## src/hw/rtl/threshold_bounding_box_defines.svh

```systemverilog
// Assertion macros shared by the bounding box RTL.
// Included by the modules that carry concurrent assertions; depends on nothing.
`ifndef THRESHOLD_BOUNDING_BOX_DEFINES_SVH
`define THRESHOLD_BOUNDING_BOX_DEFINES_SVH

// Same-cycle implication, disabled while reset is asserted.
`define TBB_ASSERT_NOW(label, clk, rst_n, ante, cons, msg) \
    label: assert property (@(posedge clk) disable iff (!rst_n) (ante) |-> (cons)) \
        else $error(msg);

// Next-cycle implication, disabled while reset is asserted.
`define TBB_ASSERT_NEXT(label, clk, rst_n, ante, cons, msg) \
    label: assert property (@(posedge clk) disable iff (!rst_n) (ante) |=> (cons)) \
        else $error(msg);

`endif

```

## src/hw/rtl/tbb_pkg.sv

```systemverilog
// Package for the thresholded bounding box block: widths, register codes, types.
// Used by the stream interfaces, the tracker and the top level.
package tbb_pkg;

    localparam int MAX_DIMENSION = 4096;
    localparam int COORD_W       = $clog2(MAX_DIMENSION);
    localparam int DIM_W         = COORD_W + 1;
    localparam int PIX_W         = 8;
    localparam int MARGIN_W      = 12;
    localparam int CFG_DATA_W    = 13;

    localparam logic [PIX_W-1:0]    THRESHOLD_RESET = PIX_W'(128);
    localparam logic [MARGIN_W-1:0] MARGIN_RESET    = '0;
    localparam logic [DIM_W-1:0]    WIDTH_RESET     = DIM_W'(640);
    localparam logic [DIM_W-1:0]    HEIGHT_RESET    = DIM_W'(480);

    typedef enum logic [1:0] {
        CFG_THRESHOLD    = 2'd0,
        CFG_MARGIN       = 2'd1,
        CFG_IMAGE_WIDTH  = 2'd2,
        CFG_IMAGE_HEIGHT = 2'd3
    } cfg_reg_t;

    typedef struct packed {
        logic [PIX_W-1:0]    threshold;
        logic [MARGIN_W-1:0] margin;
        logic [DIM_W-1:0]    width;   // already clamped to 1..MAX_DIMENSION
        logic [DIM_W-1:0]    height;  // already clamped to 1..MAX_DIMENSION
    } cfg_t;

    typedef struct packed {
        logic [DIM_W-1:0] min_x;
        logic [DIM_W-1:0] min_y;
        logic [DIM_W-1:0] max_x;
        logic [DIM_W-1:0] max_y;
        logic             empty;
    } box_result_t;

    // Out-of-range frame dimensions act as the nearest legal value.
    function automatic logic [DIM_W-1:0] clamp_dim(input logic [CFG_DATA_W-1:0] v);
        logic [DIM_W-1:0] r;
        if (v == '0)
            r = DIM_W'(1);
        else if (DIM_W'(v) > DIM_W'(MAX_DIMENSION) || CFG_DATA_W > DIM_W && (v >> DIM_W) != '0)
            r = DIM_W'(MAX_DIMENSION);
        else
            r = DIM_W'(v);
        return r;
    endfunction

endpackage

```

## src/hw/rtl/tbb_stream_if.sv

```systemverilog
// Valid/ready stream interfaces for pixel items and box result items.
// Depends on tbb_pkg for the field widths.
interface tbb_pixel_if import tbb_pkg::*; ();
    logic             valid;
    logic             ready;
    logic [PIX_W-1:0] pixel_value;

    modport source (output valid, output pixel_value, input ready);
    modport sink (input valid, input pixel_value, output ready);
endinterface

interface tbb_box_if import tbb_pkg::*; ();
    logic             valid;
    logic             ready;
    logic [DIM_W-1:0] box_min_x;
    logic [DIM_W-1:0] box_min_y;
    logic [DIM_W-1:0] box_max_x;
    logic [DIM_W-1:0] box_max_y;
    logic             box_empty;

    modport source (output valid, output box_min_x, output box_min_y,
                    output box_max_x, output box_max_y, output box_empty, input ready);
    modport sink (input valid, input box_min_x, input box_min_y,
                  input box_max_x, input box_max_y, input box_empty, output ready);
endinterface

```

## src/hw/rtl/threshold_bounding_box.sv

```systemverilog
// Top level of the thresholded bounding box: configuration registers, input
// register, result register. Depends on tbb_pkg, tbb_stream_if and tbb_tracker.
//
//  channel  | direction | item
//  ---------+-----------+---------------------------------------------
//  pix      | in        | pixel_value, one grayscale pixel, raster order
//  box      | out       | box_min_x/y, box_max_x/y, box_empty per frame
//  cfg_*    | in        | write of threshold, margin, image_width/height
//
// One pixel is accepted every cycle unless the input stalls; a pixel is evaluated
// from the input register, against the box held in the tracker registers.
// The result of a frame appears in the cycle after its last pixel is evaluated.
// Input stalls only when a frame's last pixel meets a result still not taken.
// Reset restores the register defaults and clears the counters and the box.
`include "threshold_bounding_box_defines.svh"

module threshold_bounding_box import tbb_pkg::*;
(
    input  logic                  clk,
    input  logic                  rst_n,
    tbb_pixel_if.sink             pix,
    tbb_box_if.source             box,
    input  logic                  cfg_we,
    input  logic [1:0]            cfg_index,
    input  logic [CFG_DATA_W-1:0] cfg_data
);

    cfg_t              cfg_reg;
    logic              in_valid_reg;
    logic [PIX_W-1:0]  pix_reg;
    logic              out_valid_reg;
    box_result_t       out_reg;

    logic              frame_end;
    logic              stall;
    logic              eval;
    box_result_t       result;

    always_ff @(posedge clk or negedge rst_n)
    begin
        if (!rst_n)
        begin
            cfg_reg.threshold <= THRESHOLD_RESET;
            cfg_reg.margin    <= MARGIN_RESET;
            cfg_reg.width     <= WIDTH_RESET;
            cfg_reg.height    <= HEIGHT_RESET;
        end
        else if (cfg_we)
        begin
            case (cfg_reg_t'(cfg_index))
                CFG_THRESHOLD:    cfg_reg.threshold <= cfg_data[PIX_W-1:0];
                CFG_MARGIN:       cfg_reg.margin    <= cfg_data[MARGIN_W-1:0];
                CFG_IMAGE_WIDTH:  cfg_reg.width     <= clamp_dim(cfg_data);
                CFG_IMAGE_HEIGHT: cfg_reg.height    <= clamp_dim(cfg_data);
                default:          ;
            endcase
        end
    end

    // The last pixel of a frame waits in the input register while the
    // previous result is still held.
    assign stall     = in_valid_reg && frame_end && out_valid_reg && !box.ready;
    assign eval      = in_valid_reg && !stall;
    assign pix.ready = !in_valid_reg || !stall;

    tbb_tracker u_tracker (
        .clk       (clk),
        .rst_n     (rst_n),
        .cfg       (cfg_reg),
        .step      (eval),
        .pixel     (pix_reg),
        .frame_end (frame_end),
        .result    (result)
    );

    always_ff @(posedge clk or negedge rst_n)
    begin
        if (!rst_n)
        begin
            in_valid_reg  <= 1'b0;
            out_valid_reg <= 1'b0;
        end
        else
        begin
            if (pix.valid && pix.ready)
                in_valid_reg <= 1'b1;
            else if (eval)
                in_valid_reg <= 1'b0;

            if (eval && frame_end)
                out_valid_reg <= 1'b1;
            else if (box.ready)
                out_valid_reg <= 1'b0;
        end
    end

    always_ff @(posedge clk)
    begin
        if (pix.valid && pix.ready)
            pix_reg <= pix.pixel_value;
        if (eval && frame_end)
            out_reg <= result;
    end

    assign box.valid     = out_valid_reg;
    assign box.box_min_x = out_reg.min_x;
    assign box.box_min_y = out_reg.min_y;
    assign box.box_max_x = out_reg.max_x;
    assign box.box_max_y = out_reg.max_y;
    assign box.box_empty = out_reg.empty;

    `TBB_ASSERT_NEXT(a_result_loaded, clk, rst_n, eval && frame_end, out_valid_reg,
        "frame end did not raise a result")
    `TBB_ASSERT_NEXT(a_stall_holds_pixel, clk, rst_n, stall,
        in_valid_reg && $stable(pix_reg), "stalled pixel was lost")
    `TBB_ASSERT_NOW(a_no_overwrite, clk, rst_n, out_valid_reg && !box.ready,
        !(eval && frame_end), "pending result overwritten")

endmodule

```

## src/hw/rtl/tbb_tracker.sv

```systemverilog
// Raster counters and running foreground box; forms the grown, clamped result.
// Depends on tbb_pkg and the assertion macros header.
`include "threshold_bounding_box_defines.svh"

module tbb_tracker import tbb_pkg::*;
(
    input  logic             clk,
    input  logic             rst_n,
    input  cfg_t             cfg,
    input  logic             step,
    input  logic [PIX_W-1:0] pixel,
    output logic             frame_end,
    output box_result_t      result
);

    logic [COORD_W-1:0] col_reg, col_next;
    logic [COORD_W-1:0] row_reg, row_next;
    logic [COORD_W-1:0] low_x_reg, low_x_next;
    logic [COORD_W-1:0] low_y_reg, low_y_next;
    logic [COORD_W-1:0] high_x_reg, high_x_next;
    logic [COORD_W-1:0] high_y_reg, high_y_next;
    logic               found_reg, found_next;

    logic               hit;
    logic               row_end;
    logic [DIM_W-1:0]   col_inc;
    logic [DIM_W-1:0]   row_inc;
    logic [DIM_W-1:0]   grown_x;
    logic [DIM_W-1:0]   grown_y;
    logic [COORD_W-1:0] marg;

    assign hit     = pixel > cfg.threshold;
    assign col_inc = {1'b0, col_reg} + DIM_W'(1);
    assign row_inc = {1'b0, row_reg} + DIM_W'(1);
    // A counter left beyond the size by a mid-frame resize still ends its row or frame.
    assign row_end   = col_inc >= cfg.width;
    assign frame_end = row_end && (row_inc >= cfg.height);

    always_comb
    begin
        low_x_next  = low_x_reg;
        low_y_next  = low_y_reg;
        high_x_next = high_x_reg;
        high_y_next = high_y_reg;
        found_next  = found_reg;
        if (hit)
        begin
            found_next = 1'b1;
            if (!found_reg)
            begin
                low_x_next  = col_reg;
                high_x_next = col_reg;
                low_y_next  = row_reg;
                high_y_next = row_reg;
            end
            else
            begin
                if (col_reg < low_x_reg)  low_x_next  = col_reg;
                if (col_reg > high_x_reg) high_x_next = col_reg;
                if (row_reg < low_y_reg)  low_y_next  = row_reg;
                if (row_reg > high_y_reg) high_y_next = row_reg;
            end
        end

        col_next = row_end ? '0 : col_inc[COORD_W-1:0];
        row_next = row_reg;
        if (row_end)
            row_next = frame_end ? '0 : row_inc[COORD_W-1:0];
    end

    // Result from the box that includes the current pixel.
    assign marg    = COORD_W'(cfg.margin);
    assign grown_x = {1'b0, high_x_next} + DIM_W'(cfg.margin);
    assign grown_y = {1'b0, high_y_next} + DIM_W'(cfg.margin);

    always_comb
    begin
        result = '0;
        result.empty = !found_next;
        if (found_next)
        begin
            result.min_x = (low_x_next > marg) ? DIM_W'(low_x_next - marg) : '0;
            result.min_y = (low_y_next > marg) ? DIM_W'(low_y_next - marg) : '0;
            result.max_x = (grown_x > cfg.width)  ? cfg.width  : grown_x;
            result.max_y = (grown_y > cfg.height) ? cfg.height : grown_y;
        end
    end

    always_ff @(posedge clk or negedge rst_n)
    begin
        if (!rst_n)
        begin
            col_reg    <= '0;
            row_reg    <= '0;
            low_x_reg  <= '0;
            low_y_reg  <= '0;
            high_x_reg <= '0;
            high_y_reg <= '0;
            found_reg  <= 1'b0;
        end
        else if (step)
        begin
            col_reg <= col_next;
            row_reg <= row_next;
            if (frame_end)
            begin
                low_x_reg  <= '0;
                low_y_reg  <= '0;
                high_x_reg <= '0;
                high_y_reg <= '0;
                found_reg  <= 1'b0;
            end
            else
            begin
                low_x_reg  <= low_x_next;
                low_y_reg  <= low_y_next;
                high_x_reg <= high_x_next;
                high_y_reg <= high_y_next;
                found_reg  <= found_next;
            end
        end
    end

    `TBB_ASSERT_NEXT(a_frame_restart, clk, rst_n, step && frame_end,
        col_reg == '0 && row_reg == '0 && !found_reg, "frame state not cleared after last pixel")
    `TBB_ASSERT_NOW(a_box_ordered, clk, rst_n, found_reg,
        low_x_reg <= high_x_reg && low_y_reg <= high_y_reg, "running box is inverted")
    `TBB_ASSERT_NOW(a_empty_result, clk, rst_n, result.empty,
        result.min_x == '0 && result.max_x == '0 && result.min_y == '0 && result.max_y == '0,
        "empty result carries coordinates")

endmodule

```

## src/flat_wrapper.sv

```systemverilog
// flat-port wrapper written by rule: the top's interface ports become plain ports
module threshold_bounding_box_flat import tbb_pkg::*;
  (clk, rst_n, cfg_we, cfg_index, cfg_data, pix_valid, pix_pixel_value, pix_ready, box_valid, box_box_min_x, box_box_min_y, box_box_max_x, box_box_max_y, box_box_empty, box_ready);
  tbb_pixel_if pix_i ();
  tbb_box_if box_i ();
  input  logic clk;
  input  logic rst_n;
  input  logic cfg_we;
  input  logic [1:0] cfg_index;
  input  logic [CFG_DATA_W-1:0] cfg_data;
  input wire logic [$bits(pix_i.valid)-1:0] pix_valid;
  input wire logic [$bits(pix_i.pixel_value)-1:0] pix_pixel_value;
  output wire logic [$bits(pix_i.ready)-1:0] pix_ready;
  output wire logic [$bits(box_i.valid)-1:0] box_valid;
  output wire logic [$bits(box_i.box_min_x)-1:0] box_box_min_x;
  output wire logic [$bits(box_i.box_min_y)-1:0] box_box_min_y;
  output wire logic [$bits(box_i.box_max_x)-1:0] box_box_max_x;
  output wire logic [$bits(box_i.box_max_y)-1:0] box_box_max_y;
  output wire logic [$bits(box_i.box_empty)-1:0] box_box_empty;
  input wire logic [$bits(box_i.ready)-1:0] box_ready;
  assign pix_i.valid = pix_valid;
  assign pix_i.pixel_value = pix_pixel_value;
  assign pix_ready = pix_i.ready;
  assign box_valid = box_i.valid;
  assign box_box_min_x = box_i.box_min_x;
  assign box_box_min_y = box_i.box_min_y;
  assign box_box_max_x = box_i.box_max_x;
  assign box_box_max_y = box_i.box_max_y;
  assign box_box_empty = box_i.box_empty;
  assign box_i.ready = box_ready;
  threshold_bounding_box u_core (.clk(clk), .rst_n(rst_n), .pix(pix_i), .box(box_i), .cfg_we(cfg_we), .cfg_index(cfg_index), .cfg_data(cfg_data));
endmodule
```

## config.mk

```make
export PLATFORM = sky130hd
export DESIGN_NAME = threshold_bounding_box_flat
export DESIGN_NICKNAME = d
export VERILOG_FILES = /design/src/hw/rtl/tbb_pkg.sv /design/src/hw/rtl/tbb_stream_if.sv /design/src/hw/rtl/threshold_bounding_box.sv /design/src/hw/rtl/tbb_tracker.sv /design/src/flat_wrapper.sv
export VERILOG_INCLUDE_DIRS = /design/src /design/src/hw/rtl
export SDC_FILE = /design/constraint.sdc
export NUM_CORES = 1
export LEC_CHECK = 0
export BUFFER_PORTS_ARGS = -buffer_cell sky130_fd_sc_hd__buf_2
export CORE_UTILIZATION = 41
export CTS_CLUSTER_DIAMETER = 150
export DETAILED_ROUTE_END_ITERATION = 10
export GPL_ROUTABILITY_DRIVEN = 0
export PLACE_DENSITY_LB_ADDON = 0.3
export SKIP_CTS_REPAIR_TIMING = 1
export SLEW_MARGIN = 20
export SYNTH_ARGS = -nofsm -noshare
export SYNTH_HDL_FRONTEND = slang
export SYNTH_HIERARCHICAL = 1
export SYNTH_SLANG_ARGS = --single-unit
```

## constraint.sdc

```tcl
create_clock -name clk -period 7.86 [get_ports clk]
set_input_delay 1.572 -clock clk [delete_from_list [all_inputs] [get_ports clk]]
set_output_delay 1.572 -clock clk [all_outputs]
set_load 0.01 [all_outputs]
```

; ---- After elaboration in Yosys (flattened, before gate mapping)
; Index checks and enable logic that the tools add are counted.
[totals]
regBits = 182
wordCells = 91
[classes]
n_addsub = 6
n_lt_le_gt_ge = 12
n_eq_ne = 3
mux = 28
n_reduce_logical = 23
[ops]
columns = op, count
row1 = 12-bit two-way mux, 18
row2 = 13-bit two-way mux, 4
row3 = 12-bit greater-than comparator, 4
row4 = 12-bit by 1-bit adder with 13-bit output (second input constant), 2
row5 = 12-bit by 12-bit adder with 13-bit output, 2
row6 = 13-bit >= comparator, 2
row7 = 13-bit greater-than comparator, 2
row8 = 12-bit by 12-bit subtractor with 13-bit output, 2
row9 = 12-bit less-than comparator, 2
row10 = 2-bit AND reduction, 7
row11 = 13-bit greater-than comparator (second input constant), 1
row12 = 13-bit logical NOT, 1
row13 = 8-bit greater-than comparator, 1
row14 = 1-bit logical AND, 7
row15 = 1-bit two-way mux, 6
row16 = 2-bit == test (second input constant), 2
row17 = 1-bit logical NOT, 4
row18 = 2-bit nonzero test, 2
row19 = 2-bit by 1-bit == test with 1-bit output (second input constant), 1
row20 = 2-bit logical NOT, 1
row21 = 1-bit logical OR, 1

; ---- Depth between registers and ports, before layout
; Gate-level depths: netlist of run 1.
[depth]
word_depth = 10
ltp_mapped = 26
mapped_depth_nobuf = 23

; ---- Modules after synthesis
; Netlist of run 1, hierarchy kept.
[modules_own_cells]
columns = module, instances, cells_per_inst, area_each_um2, seq_area_each_um2
row1 = tbb_tracker, 1, 1226, 9654.3, 1826.8
row2 = threshold_bounding_box, 1, 230, 3827.4, 3041.7

; ---- Least setup slack after synthesis of run 1
; OpenSTA, ideal clock, no wires.
[synth_timing]
path_type = register -> register
startpoint = register u_core.u_tracker.row_reg[1]
endpoint = register u_core.out_reg, in the netlist u_core/box.box_empty (enable)
setup_time_ns = 0.464
arrival_ns = 4.999
path_slack_ns = 2.397
stages_incl_launch_ff = 14
path_buffers = 1
path_cell_list = dfrtp_1 > ha_1 > nand3_1 > nor3_1 > and3_1 > xnor2_1 > inv_1 > ha_1 > nand4_1 > or2_2 > clkbuf_1 > a21oi_1 > nand2_1 > nor2_1
[synth_via]
elab_chain_len = 9
[synth_rtl]
columns = element, line
row1 = "start, declared", tbb_tracker.sv:17  ; logic [COORD_W-1:0] row_reg, row_next;
row2 = "start signal, assigned", tbb_tracker.sv:104  ; row_reg <= row_next;
row3 = 12-bit by 1-bit adder with 13-bit output *, tbb_tracker.sv:34  ; assign row_inc = {1'b0, row_reg} + DIM_W'(1);
row4 = 13-bit >= comparator *, tbb_tracker.sv:37  ; assign frame_end = row_end && (row_inc >= cfg.height);
row5 = 1-bit logical AND *, tbb_tracker.sv:37
row6 = net u_core.frame_end, threshold_bounding_box.sv:34  ; logic frame_end;
row7 = 1-bit logical AND (3 in a row), threshold_bounding_box.sv:62  ; assign stall = in_valid_reg && frame_end && out_valid_reg && !box.ready;
row8 = 1-bit logical NOT, threshold_bounding_box.sv:63  ; assign eval = in_valid_reg && !stall;
row9 = 1-bit logical AND, threshold_bounding_box.sv:63
row10 = 1-bit logical AND *, threshold_bounding_box.sv:101  ; if (eval && frame_end)
row11 = "end signal, assigned", threshold_bounding_box.sv:102  ; out_reg <= result;
row12 = "end, declared", threshold_bounding_box.sv:32  ; box_result_t out_reg;
; The timed path passes the listed nets; every way through them passes the cells marked *.
; A chain may end at the register's enable or synchronous reset.

; ---- Worst setup path in the final report of run 1
[layout_timing]
startpoint = register u_core/cfg_reg[45] (netlist name)
endpoint = register u_core.out_reg, in the netlist u_core/box.box_max_y[1] (data pin)
[layout_via]
elab_chain_len = 5
[layout_rtl]
columns = element, line
row1 = "start, declared", threshold_bounding_box.sv:28  ; cfg_t cfg_reg;
row2 = 8-bit greater-than comparator *, tbb_tracker.sv:32  ; assign hit = pixel > cfg.threshold;
row3 = 12-bit two-way mux, tbb_tracker.sv:46  ; if (hit)
row4 = 12-bit by 12-bit adder with 13-bit output, tbb_tracker.sv:74  ; assign grown_y = {1'b0, high_y_next} + DIM_W'(cfg.margin);
row5 = 13-bit greater-than comparator, tbb_tracker.sv:85  ; result.max_y = (grown_y > cfg.height) ? cfg.height : grown_y;
row6 = 13-bit two-way mux, tbb_tracker.sv:85
; Mark *: on every way between the ends. The rest lies on a longest branch, timed or not.

==> summary.md, run 1 <==
| Metric | Value |
|---|---|
| Outcome | `completed` |
| Via count | `11300` |
| Post-Syn Area | `13500 um^2` |
| Number of diodes | `0` |
| Top FF cell, synth | `dfrtp_1` |
| Total Wirelength | `37500 um` |
| Setup_tns | `0 ns` |
| TritonRoute pass-1 iters | `5` |
| Gr usage total | `22.8%` |
| Area grow syn2layout | `10.1%` |
| Worst setup margin | `1.16 ns` |
| Crit path DAT | `6.87 ns` |
| Initial Util | `41.5%` |
| Row count | `66` |
| CTS tree | `yes` |
| Wire length per cell | `19.2 um` |
| Register bit total from synthesis | `182` |
| Setup Crit Path Kind | `reg -> reg` |
| Slew HR | `25.1%` |
| Share of layout cells above drive strength 1 | `13.5%` |
| Top post-synthesis cells by count | `ha_1 (158), inv_1 (129), a21oi_1 (120)` |
| Crit path to | `u_core/box.box_max_y[1]` |
| Count leader, synth | `ha_1` |
| YS warnings | `6` |
| Via density | `5.79` |
| Pins Over Slew Limit | `0` |
| DRC violations left | `0` |
| Final setup violating endpoints | `0` |
| Max Cap Viol | `0` |
| Final net count | `1691` |
| Synth Net Count | `1646` |
| Crit path required time | `8.04 ns` |
| Clk pin slew, worst setup/hold paths | `0.07 ns` |
| Synth top area share | `21.2%` |
| Avg Inst Size Synth | `9.26 um^2` |
| Sink Count | `182` |
| Final hold vios | `0` |
| Mapped Cells | `1456` |
| RSZ-0062 raised after global routing | `no` |
| Worst R2R Start | `u_core/cfg_reg[45]` |
| Worst-Skew Late Latency | `0.45 ns` |
| Async SR Flop Fraction | `66.5%` |
| Total CTS buffers | `17` |
| Max H-tree Level | `4` |
| Drt first-iter violations | `845` |
| Crit path launch type | `register` |
| Netlist cell types | `80` |
| EDFF count, synth | `61` |
| Worst hold path type | `reg -> reg` |
| Post-synthesis sequential area ratio | `36.1%` |
| Post-route clock period utilization | `85.2%` |
| Largest area contributor in the netlist | `dfrtp_1` |
| Detailed placement HPWL | `27700 um` |
| F_max | `0.149 GHz` |
| Power density over the cells | `401 nW/um^2` |
| Final period demand of the worst path | `6.70 ns` |
| Maximum number of pins on one net before global-route repair | `76` |
| Core Box Area | `32500 um^2` |
| Critical path endpoint category | `register` |
| Vias in the first global route | `11000` |
| R2R cell count | `21` |
| Worst R2R End | `u_core/box.box_max_y[1]` |
| Clock Path Buffers | `2` |
| Worst slew pin tran | `1.12 ns` |
| Die height | `183 um` |
| First-pass GRT wire length | `59800 um` |
| Port bufs | `82` |
| Synth area leaders | `dfrtp_1 (21%), ha_1 (15%), edfxtp_1 (14%), a21oi_1 (4.5%), inv_1 (3.6%)` |
| Max reg flops | `46` |
| Crit path max fanout | `12` |
| Maximum vdd drop | `0.000223 V` |
| Grt ovf | `0` |
| DRT antenna net count | `0` |
| Clk root buf | `clkbuf_16` |
| Clk_skew | `0.0152 ns` |
| Setup WS pre-CTS | `1.37 ns` |
| Initial antenna violation count | `0` |
| Leakage | `6.62 nW` |
| Number of I/O pins | `83` |
| Die area | `33600 um^2` |
| Worst setup path start | `u_core/cfg_reg[45]` |
| Pwr Total | `5.96 mW` |
| Reg2reg setup slack | `1.16 ns` |
| DIE WIDTH | `183 um` |
==> worst max-delay path, stage by stage, from the launching register on <==
cell       delay (ns)
dfstp_2          0.53
inv_1            0.04
ha_1             0.32
o2111ai_1        0.13
a31oi_1          0.23
o22ai_2          0.33
nor2_1           0.86
mux2_2           0.45
ha_1             0.23
fa_1             0.41
a21o_1           0.21
nand4_1          0.13
a31oi_1          0.12
o21a_1           0.24
o21ai_0          0.22
nand2b_1         0.10
ha_1             0.31
nand4_1          0.16
a311oi_1         0.55
o21a_1           0.55
mux2i_1          0.24
nor2_1           0.05
==> area by class of cell <==
type | count | area, um^2
clock buffer | 20 | 479
clock inverter | 12 | 115
fill | 3127 | 17600
inverter | 131 | 492
multi-input combinational | 1078 | 7830
sequential | 182 | 4870
tap | 442 | 553
timing repair buffer | 91 | 513
==> where the power goes <==
| group | switching (mW) | internal (mW) |
|---|---|---|
| sequential | 0.234 | 1.26 |
| combinational | 2.14 | 1.45 |
| clock | 0.401 | 0.480 |
| total | 2.78 | 3.18 |
==> placed cells by master, fill, tap and decap left out, types with 5 or more instances in the layout <==
cell       netlist  routed
mux2_2          42      42
buf_4            6       7
buf_2           15      81
ha_1           158     158
and3_1          17      17
xnor2_1         29      29
nor4_1          29      29
a21o_1          31      31
nand4b_1         6       6
nor2b_1         21      21
a21oi_1        120     119
nor2_1          58      56
nand2_1        106     106
nand2b_1        21      21
o21ai_1          4       5
a31oi_1         37      37
mux2i_1         40      40
or3_1            6       6
edfxtp_1        61      61
a211oi_1        14      14
o21ai_0         84      83
xor2_1          12      12
nand4_1         16      16
dfstp_2          7       7
o22ai_1          7       7
o2111ai_1        5       5
o21a_1          10      10
clkbuf_16        0      19
nand3_1         73      73
dfrtp_1        114     114
o31ai_1          8       8
nor3_1          43      43
inv_1          129     129
==> how the worst min path moves through the flow <==
| stage | start | endpoint | slack (ns) | cells past startpoint |
|---|---|---|---|---|
| 3_5_place_dp | u_core/cfg_reg[25] | u_core/cfg_reg[25] | 0.48 | 2 |
| 3_3_place_gp | u_core/cfg_reg[25] | u_core/cfg_reg[25] | 0.46 | 2 |
| 4_1_cts | u_core/cfg_reg[20] | u_core/cfg_reg[20] | 0.49 | 2 |
| 6_report | u_core/cfg_reg[25] | u_core/cfg_reg[25] | 0.48 | 2 |
| 5_1_grt | u_core/cfg_reg[20] | u_core/cfg_reg[20] | 0.50 | 2 |
| 2_1_floorplan | u_core/cfg_reg[25] | u_core/cfg_reg[25] | 0.45 | 2 |
==> per-layer routing <==
layer  share of wire [%]  up-vias  track usage, %
met3                 4.9       67            3.51
met4                 3.0        0            8.87
li1                    -     5404               -
met1                  44     5554            29.4
met5                   0        -               0
met2                  49      303            38.4
==> cell families after synthesis <==
logic type / Yosys count / synth area share (%)
AOI/OAI and AO/OA: 367 / 16.9
adders and majority gates: 162 / 15.3
muxes: 84 / 6.70
xor gates and xnor gates: 41 / 2.66
buffers and inverters: 196 / 6.05
and+or+nand+nor: 424 / 16.3
DFF: 182 / 36.1
==> through the flow <==
stage               area, um^2  hold slack (ns)  cells  util (%)
finish                   14800            0.482   1956      45.7
global route             14800            0.499   1956      45.7
CTS                      14800            0.487   1954      45.6
detailed placement       14200            0.476   1922      43.8
global placement         14200            0.462   1922      43.8
floorplan                13500            0.446   1456         -
Note: power is estimated with default switching activity, not from simulation.
==> inputs of run 2 (changes only) <==
Clock period 7.86 ns to 7.8 ns, I/O delays scaled along.
==> run 2 against run 1 <==
Against the previous run: power up 0.40%; first-iteration DRC count shrank 0.12%; final cell count about the same; critical path depth unchanged; register-to-register slack about the same; sequential share of layout area rose by 0.12 points; largest power group unchanged; utilization fell by 0.16 points.
==> summary.md, run 2 (synthesis gave the netlist of run 1 again) <==
| Metric | Value |
|---|---|
| Outcome | `completed` |
| Commonest non-fill, non-tap cell in the layout | `ha_1` |
| Initial antenna violation count | `0 (unchanged)` |
| Via count | `11300 (+0.018%)` |
| Final period demand of the worst path | `6.65 ns (-0.0538 ns)` |
| Crit path required time | `8.03 ns (about the same)` |
| Setup Crit Path Kind | `reg -> reg` |
| Final setup violating endpoints | `0 (unchanged)` |
| Post-route clock period utilization | `85.2% (about the same)` |
| Pins Over Slew Limit | `0 (unchanged)` |
| F_max | `0.150 GHz (+0.81%)` |
| Total CTS buffers | `17 (unchanged)` |
| Leakage | `6.58 nW (-0.49%)` |
| Max stage delay on crit path | `0.81 ns (-0.05 ns)` |
| Setup_tns | `0 ns (unchanged)` |
| Critical path endpoint category | `register` |
| Crit path launch type | `register` |
| CTS tree | `yes` |
| Filler instances | `3122 (-0.16%)` |
| CP most frequent cell | `ha_1` |
| DRC violations left | `0 (unchanged)` |
| Port bufs | `82 (unchanged)` |
| Row count | `66 (unchanged)` |
| Gr usage total | `22.8% (about the same)` |
| CP delay by family, top | `compound AO/OA/AOI/OAI gates` |
| Worst hold margin | `0.488 ns (+0.00640 ns)` |
| Core Box Area | `32500 um^2 (unchanged)` |
| Crit-path slowest cell | `nor2_1` |
| Worst slew pin tran | `1.15 ns (+0.0273 ns)` |
| Total Wirelength | `37400 um (-0.27%)` |
| Max H-tree Level | `4 (unchanged)` |
| Commonest non-fill, non-tap cells in the layout | `ha_1 (158), inv_1 (129), a21oi_1 (119)` |
| Wire length per cell | `19.1 um (-0.22%)` |
| Initial Util | `41.5% (unchanged)` |
| Grt ovf | `0 (unchanged)` |
| Max Cap Viol | `0 (unchanged)` |
| DRT antenna net count | `0 (unchanged)` |
| Worst hold path type | `reg -> reg` |
| Crit path DAT | `6.87 ns (about the same)` |
| Drt first-iter violations | `844 (-0.12%)` |
| Clk pin slew, worst setup/hold paths | `0.08 ns (about the same)` |
| Clk root buf | `clkbuf_16` |
| WP depth | `21 (unchanged)` |
| Max reg flops | `46 (unchanged)` |
| Slew HR | `23.3% (-1.8 points)` |
| DIE WIDTH | `183 um (unchanged)` |
| Share of layout cells above drive strength 1 | `13.5% (-0.057 points)` |
| Clock Path Buffers | `2 (unchanged)` |
| First-pass GRT wire length | `59800 um (about the same)` |
| Final net count | `1690 (-0.059%)` |
| Maximum vdd drop | `0.000200 V (-10%)` |
| Die height | `183 um (unchanged)` |
| Via density | `5.80 (about the same)` |
| RSZ-0062 raised after global routing | `no` |
| Buf/Inv on CP | `0 (-1)` |
| Power density over the cells | `405 nW/um^2 (+0.76%)` |
| Vias in the first global route | `11000 (-0.082%)` |
| DP Area | `14200 um^2 (unchanged)` |
| Number of diodes | `0 (unchanged)` |
| Design Area, Final | `14800 um^2 (-0.35%)` |
| Depth of the worst hold-timing path | `2 (unchanged)` |
| Crit path max fanout | `13 (+1)` |
| CP cell instances | `ha_1 > nand3_1 > nor3_1 > a2111o_1 > o21ai_2 > nor2_1 > mux2_2 > ha_1 > fa_1 > a21o_1 > nand4_1 > a31oi_1 > o21a_1 > o21ai_0 > nand2b_1 > ha_1 > nand4_1 > a311oi_1 > o21a_1 > nor2_1 > a211oi_1` |
| R2R cell count | `21 (unchanged)` |
| Detailed placement HPWL | `27800 um (+0.55%)` |
| Maximum number of pins on one net before global-route repair | `72 (-5.3%)` |
| Number of I/O pins | `83 (unchanged)` |
| Worst-Skew Late Latency | `0.45 ns (about the same)` |
| Final hold vios | `0 (unchanged)` |
| Die area | `33600 um^2 (unchanged)` |
| TritonRoute pass-1 iters | `5 (unchanged)` |
| Sink Count | `182 (unchanged)` |
| Clk_skew | `0.0109 ns (-0.00425 ns)` |
| Area grow syn2layout | `9.73%` |
## run 2: layout make-up
class                      instances  area, um^2  share of cell area (%)
clock buffer                      18         429                    2.90
multi-input combinational       1078        7830                    52.9
timing repair buffer              90         485                    3.28
inverter                         131         492                    3.32
sequential                       182        4870                    32.9
tap                              442         553                    3.74
clock inverter                    14         140                   0.947
## run 2: path summary, 6_finish.rpt
| path | startpoint | endpoint | slack [ns] |
|---|---|---|---|
| worst max-delay path | u_core/u_tracker/row_reg[11] | u_core/box.box_max_y[5] | 1.15 |
| worst min-delay path | u_core/cfg_reg[7] | u_core/cfg_reg[7] | 0.49 |
| worst max register to register | u_core/u_tracker/row_reg[11] | u_core/box.box_max_y[5] | 1.15 |
| worst min register to register | u_core/cfg_reg[7] | u_core/cfg_reg[7] | 0.49 |
| max in group asynchronous | rst_n | u_core/u_tracker/low_y_reg[5] | 5.22 |
| min in group asynchronous | rst_n | u_core/in_valid_reg | 1.16 |
## run 2: metal layers
layer	vias up	GRT usage (%)	wire length (um)	part of all wire [%]
met5	-	0	0	0
met4	0	9.37	1240	3.3
met3	72	3.30	1860	5.0
met2	345	38.3	18000	48
met1	5509	29.5	16300	44
li1	5404	-	-	-
## run 2: stage by stage
stage          total power [mW]  instances  setup WS (ns)  util [%]
4_1_cts                    5.95       1954           1.30      45.5
3_3_place_gp               4.97       1922           1.58      43.8
6_report                   5.98       1955           1.15      45.6
2_1_floorplan              4.23       1456           2.34         -
5_1_grt                    6.49       1955          0.665      45.6
3_5_place_dp               5.05       1922           1.35      43.8
## run 2: report_power, final
group	internal [mW]	total [mW]	switching, mW
Combinational	1.46	3.61	2.15
Sequential	1.27	1.50	0.235
Clock	0.450	0.873	0.422
Total	3.17	5.98	2.81
## run 2: worst register-to-register path: stages (launching register included)
cell and delay [ns]:
dfrtp_1 0.50, ha_1 0.37, nand3_1 0.10, nor3_1 0.27, a2111o_1 0.22, o21ai_2 0.17
nor2_1 0.82, mux2_2 0.45, ha_1 0.22, fa_1 0.40, a21o_1 0.21, nand4_1 0.13
a31oi_1 0.14, o21a_1 0.24, o21ai_0 0.26, nand2b_1 0.11, ha_1 0.31, nand4_1 0.14
a311oi_1 0.49, o21a_1 0.52, nor2_1 0.08, a211oi_1 0.28
==> inputs of run 3 (changes only) <==
Clock period 7.8 ns to 5.35 ns, I/O delays scaled along.
==> run 3 against run 2 <==
Against the previous run: the run now ends with negative setup slack left; critical endpoint is now u_core/box.box_max_x[9]; highest routed layer unchanged; design area up 11%; final cell count up 6.0%; sequential share of layout area down 3.1 points; routed wire length up 5.7%; utilization up 4.8 points; non-clock buffer count up 118; hold slack better by 0.0036 ns.
==> summary.md, run 3 (synthesis gave the netlist of run 1 again) <==
| Metric | Value |
|---|---|
| First-pass GRT wire length | `60800 um (+1.7%)` |
| Final setup violating endpoints | `4 (+4)` |
| Total CTS buffers | `17 (unchanged)` |
| Outcome | `complete, but fails checks` |
| Total Wirelength | `39500 um (+5.7%)` |
| Leakage | `7.27 nW (+10%)` |
| Critical path endpoint category | `register` |
| Crit path DAT | `5.65 ns (-1.22 ns)` |
| Max H-tree Level | `4 (unchanged)` |
| Initial Util | `41.5% (unchanged)` |
| Number of diodes | `0 (unchanged)` |
| Number of I/O pins | `83 (unchanged)` |
| Max Cap Viol | `0 (unchanged)` |
| Via count | `11900 (+4.7%)` |
| RSZ-0062 raised after global routing | `yes` |
| Clk root buf | `clkbuf_16` |
| Post-layout util | `50.4% (+4.8 points)` |
| Commonest non-fill, non-tap cells in the layout | `ha_1 (137), inv_1 (121), buf_4 (116)` |
| Wire length on met3 | `1920 um (+3.5%)` |
| Share of layout cells above drive strength 1 | `24.2% (+11 points)` |
| Row count | `66 (unchanged)` |
| Worst setup margin | `-0.0612 ns (-1.22 ns)` |
| Maximum vdd drop | `0.000326 V (+63%)` |
| Filler instances | `2923 (-6.4%)` |
| Detailed placement HPWL | `28900 um (+3.7%)` |
| Worst-Skew Late Latency | `0.44 ns (about the same)` |
| Inst Count DP | `2023 (+5.3%)` |
| DIE WIDTH | `183 um (unchanged)` |
| Pins Over Slew Limit | `0 (unchanged)` |
| Power density over the cells | `612 nW/um^2 (+51%)` |
| Final period demand of the worst path | `5.41 ns (-1.23 ns)` |
| F_max | `0.185 GHz (+23%)` |
| WL met2 | `19700 um (+9.2%)` |
| Initial antenna violation count | `0 (unchanged)` |
| Slew HR | `30.0% (+6.7 points)` |
| Core Box Area | `32500 um^2 (unchanged)` |
| Worst hold path type | `reg -> reg` |
| Gr usage total | `23.2% (+0.37 points)` |
| Crit path max fanout | `7 (-6)` |
| Sink Count | `182 (unchanged)` |
| Area grow syn2layout | `21.3%` |
| Setup Crit Path Kind | `reg -> reg` |
| Max layer used | `met4` |
| Crit path required time | `5.59 ns (-2.44 ns)` |
| Vias in the first global route | `11400 (+4.0%)` |
| DRC violations left | `0 (unchanged)` |
| Post-route clock period utilization | `101% (+16 points)` |
| Routed length on met1 | `16800 um (+3.2%)` |
| Commonest non-fill, non-tap cell in the layout | `ha_1` |
| Grt ovf | `0 (unchanged)` |
| Clock Path Buffers | `2 (unchanged)` |
| Die area | `33600 um^2 (unchanged)` |
| Crit path launch type | `register` |
| Max reg flops | `46 (unchanged)` |
| CTS tree | `yes` |
| Finished Layout Cells | `2073 (+6.0%)` |
| DRT antenna net count | `0 (unchanged)` |
| Failing checks | `negative setup slack` |
| Worst hold margin | `0.492 ns (+0.00364 ns)` |
| Via density | `5.72 (-1.2%)` |
| Clk_skew | `0.0121 ns (+0.00119 ns)` |
| Wire length per cell | `19.1 um (-0.36%)` |
| Final hold vios | `0 (unchanged)` |
| Clk pin slew, worst setup/hold paths | `0.07 ns (about the same)` |
| Maximum number of pins on one net before global-route repair | `71 (-1.4%)` |
| Die height | `183 um (unchanged)` |
| Drt first-iter violations | `869 (+3.0%)` |
| Worst slew pin tran | `1.05 ns (-0.100 ns)` |
| TritonRoute pass-1 iters | `5 (unchanged)` |
| Reg2reg setup slack | `-0.06 ns (-1.22 ns)` |
| Final net count | `1808 (+7.0%)` |
| Port bufs | `82 (unchanged)` |
==> run 3: cell count changes in the layout (fill, tap and decap cells not counted), moves of 5 or more <==
cell     before  now
buf_6         0    6
mux2i_4       0    5
inv_1       129  121
buf_4         8  116
a21oi_2       2    7
inv_2         1    9
ha_1        158  137
ha_4          0   20
mux2i_1      40   34
a21oi_1     119  114
==> run 3: worst max-delay path, cell delays in order (launching register included) <==
cell	delay, ns
dfstp_2	0.54
inv_2	0.05
ha_4	0.29
o2111ai_4	0.11
a31oi_1	0.21
o22ai_2	0.19
buf_6	0.17
nor2_4	0.15
buf_6	0.15
mux2i_2	0.25
ha_1	0.29
buf_4	0.16
a21o_1	0.19
nand4_1	0.13
buf_4	0.14
a31oi_1	0.09
or3_1	0.36
and2_1	0.18
ha_1	0.29
nand2_1	0.09
nor3_2	0.16
buf_4	0.14
nand4_1	0.21
o21a_4	0.24
a311o_1	0.28
a21oi_1	0.15
==> run 3: final cells by class <==
class	count	area (um^2)	share of cell area (%)
repair buffers	208	1440	8.83
clock buffers	21	472	2.89
well taps	442	553	3.38
multi-input cells	1078	8410	51.4
clock inverters	11	110	0.674
flip-flops and latches	182	4870	29.8
inverters	131	492	3.01
==> run 3: worst paths after layout <==
check	from	end	depth (start not counted)
setup reg to reg	u_core/cfg_reg[45]	u_core/box.box_max_x[9]	25
hold reg to reg	u_core/cfg_reg[20]	u_core/cfg_reg[20]	2
min in group asynchronous	rst_n	u_core/cfg_reg[19]	1
max in group asynchronous	rst_n	u_core/u_tracker/low_x_reg[1]	2
setup / recovery	u_core/cfg_reg[45]	u_core/box.box_max_x[9]	25
hold / removal	u_core/cfg_reg[20]	u_core/cfg_reg[20]	2
==> run 3: report_power, final <==
part / internal, mW / total, mW / switching [mW]
Combinational: 2.97 / 6.65 / 3.68
Sequential: 1.85 / 2.08 / 0.233
Clock: 0.693 / 1.28 / 0.590
==> run 3: per-layer routing <==
metal / track usage (%) / up-vias
li1: - / 5623
met1: 29.6 / 5790
met2: 40.2 / 387
met3: 2.78 / 67
met4: 8.40 / 0
met5: 0 / -
==> run 3: metrics by stage <==
| stage | power [mW] | area [um^2] | worst slack, ns | setup TNS [ns] |
|---|---|---|---|---|
| after floorplan | 6.17 | 13500 | 0.0466 | 0 |
| after global placement | 7.71 | 15000 | -0.125 | -1.05 |
| after detailed placement | 7.86 | 15000 | -0.278 | -3.61 |
| after CTS | 9.17 | 15600 | -0.359 | -4.68 |
| after global routing | 10.8 | 16300 | -0.225 | -2.47 |
| final | 10.0 | 16300 | -0.0612 | -0.0868 |
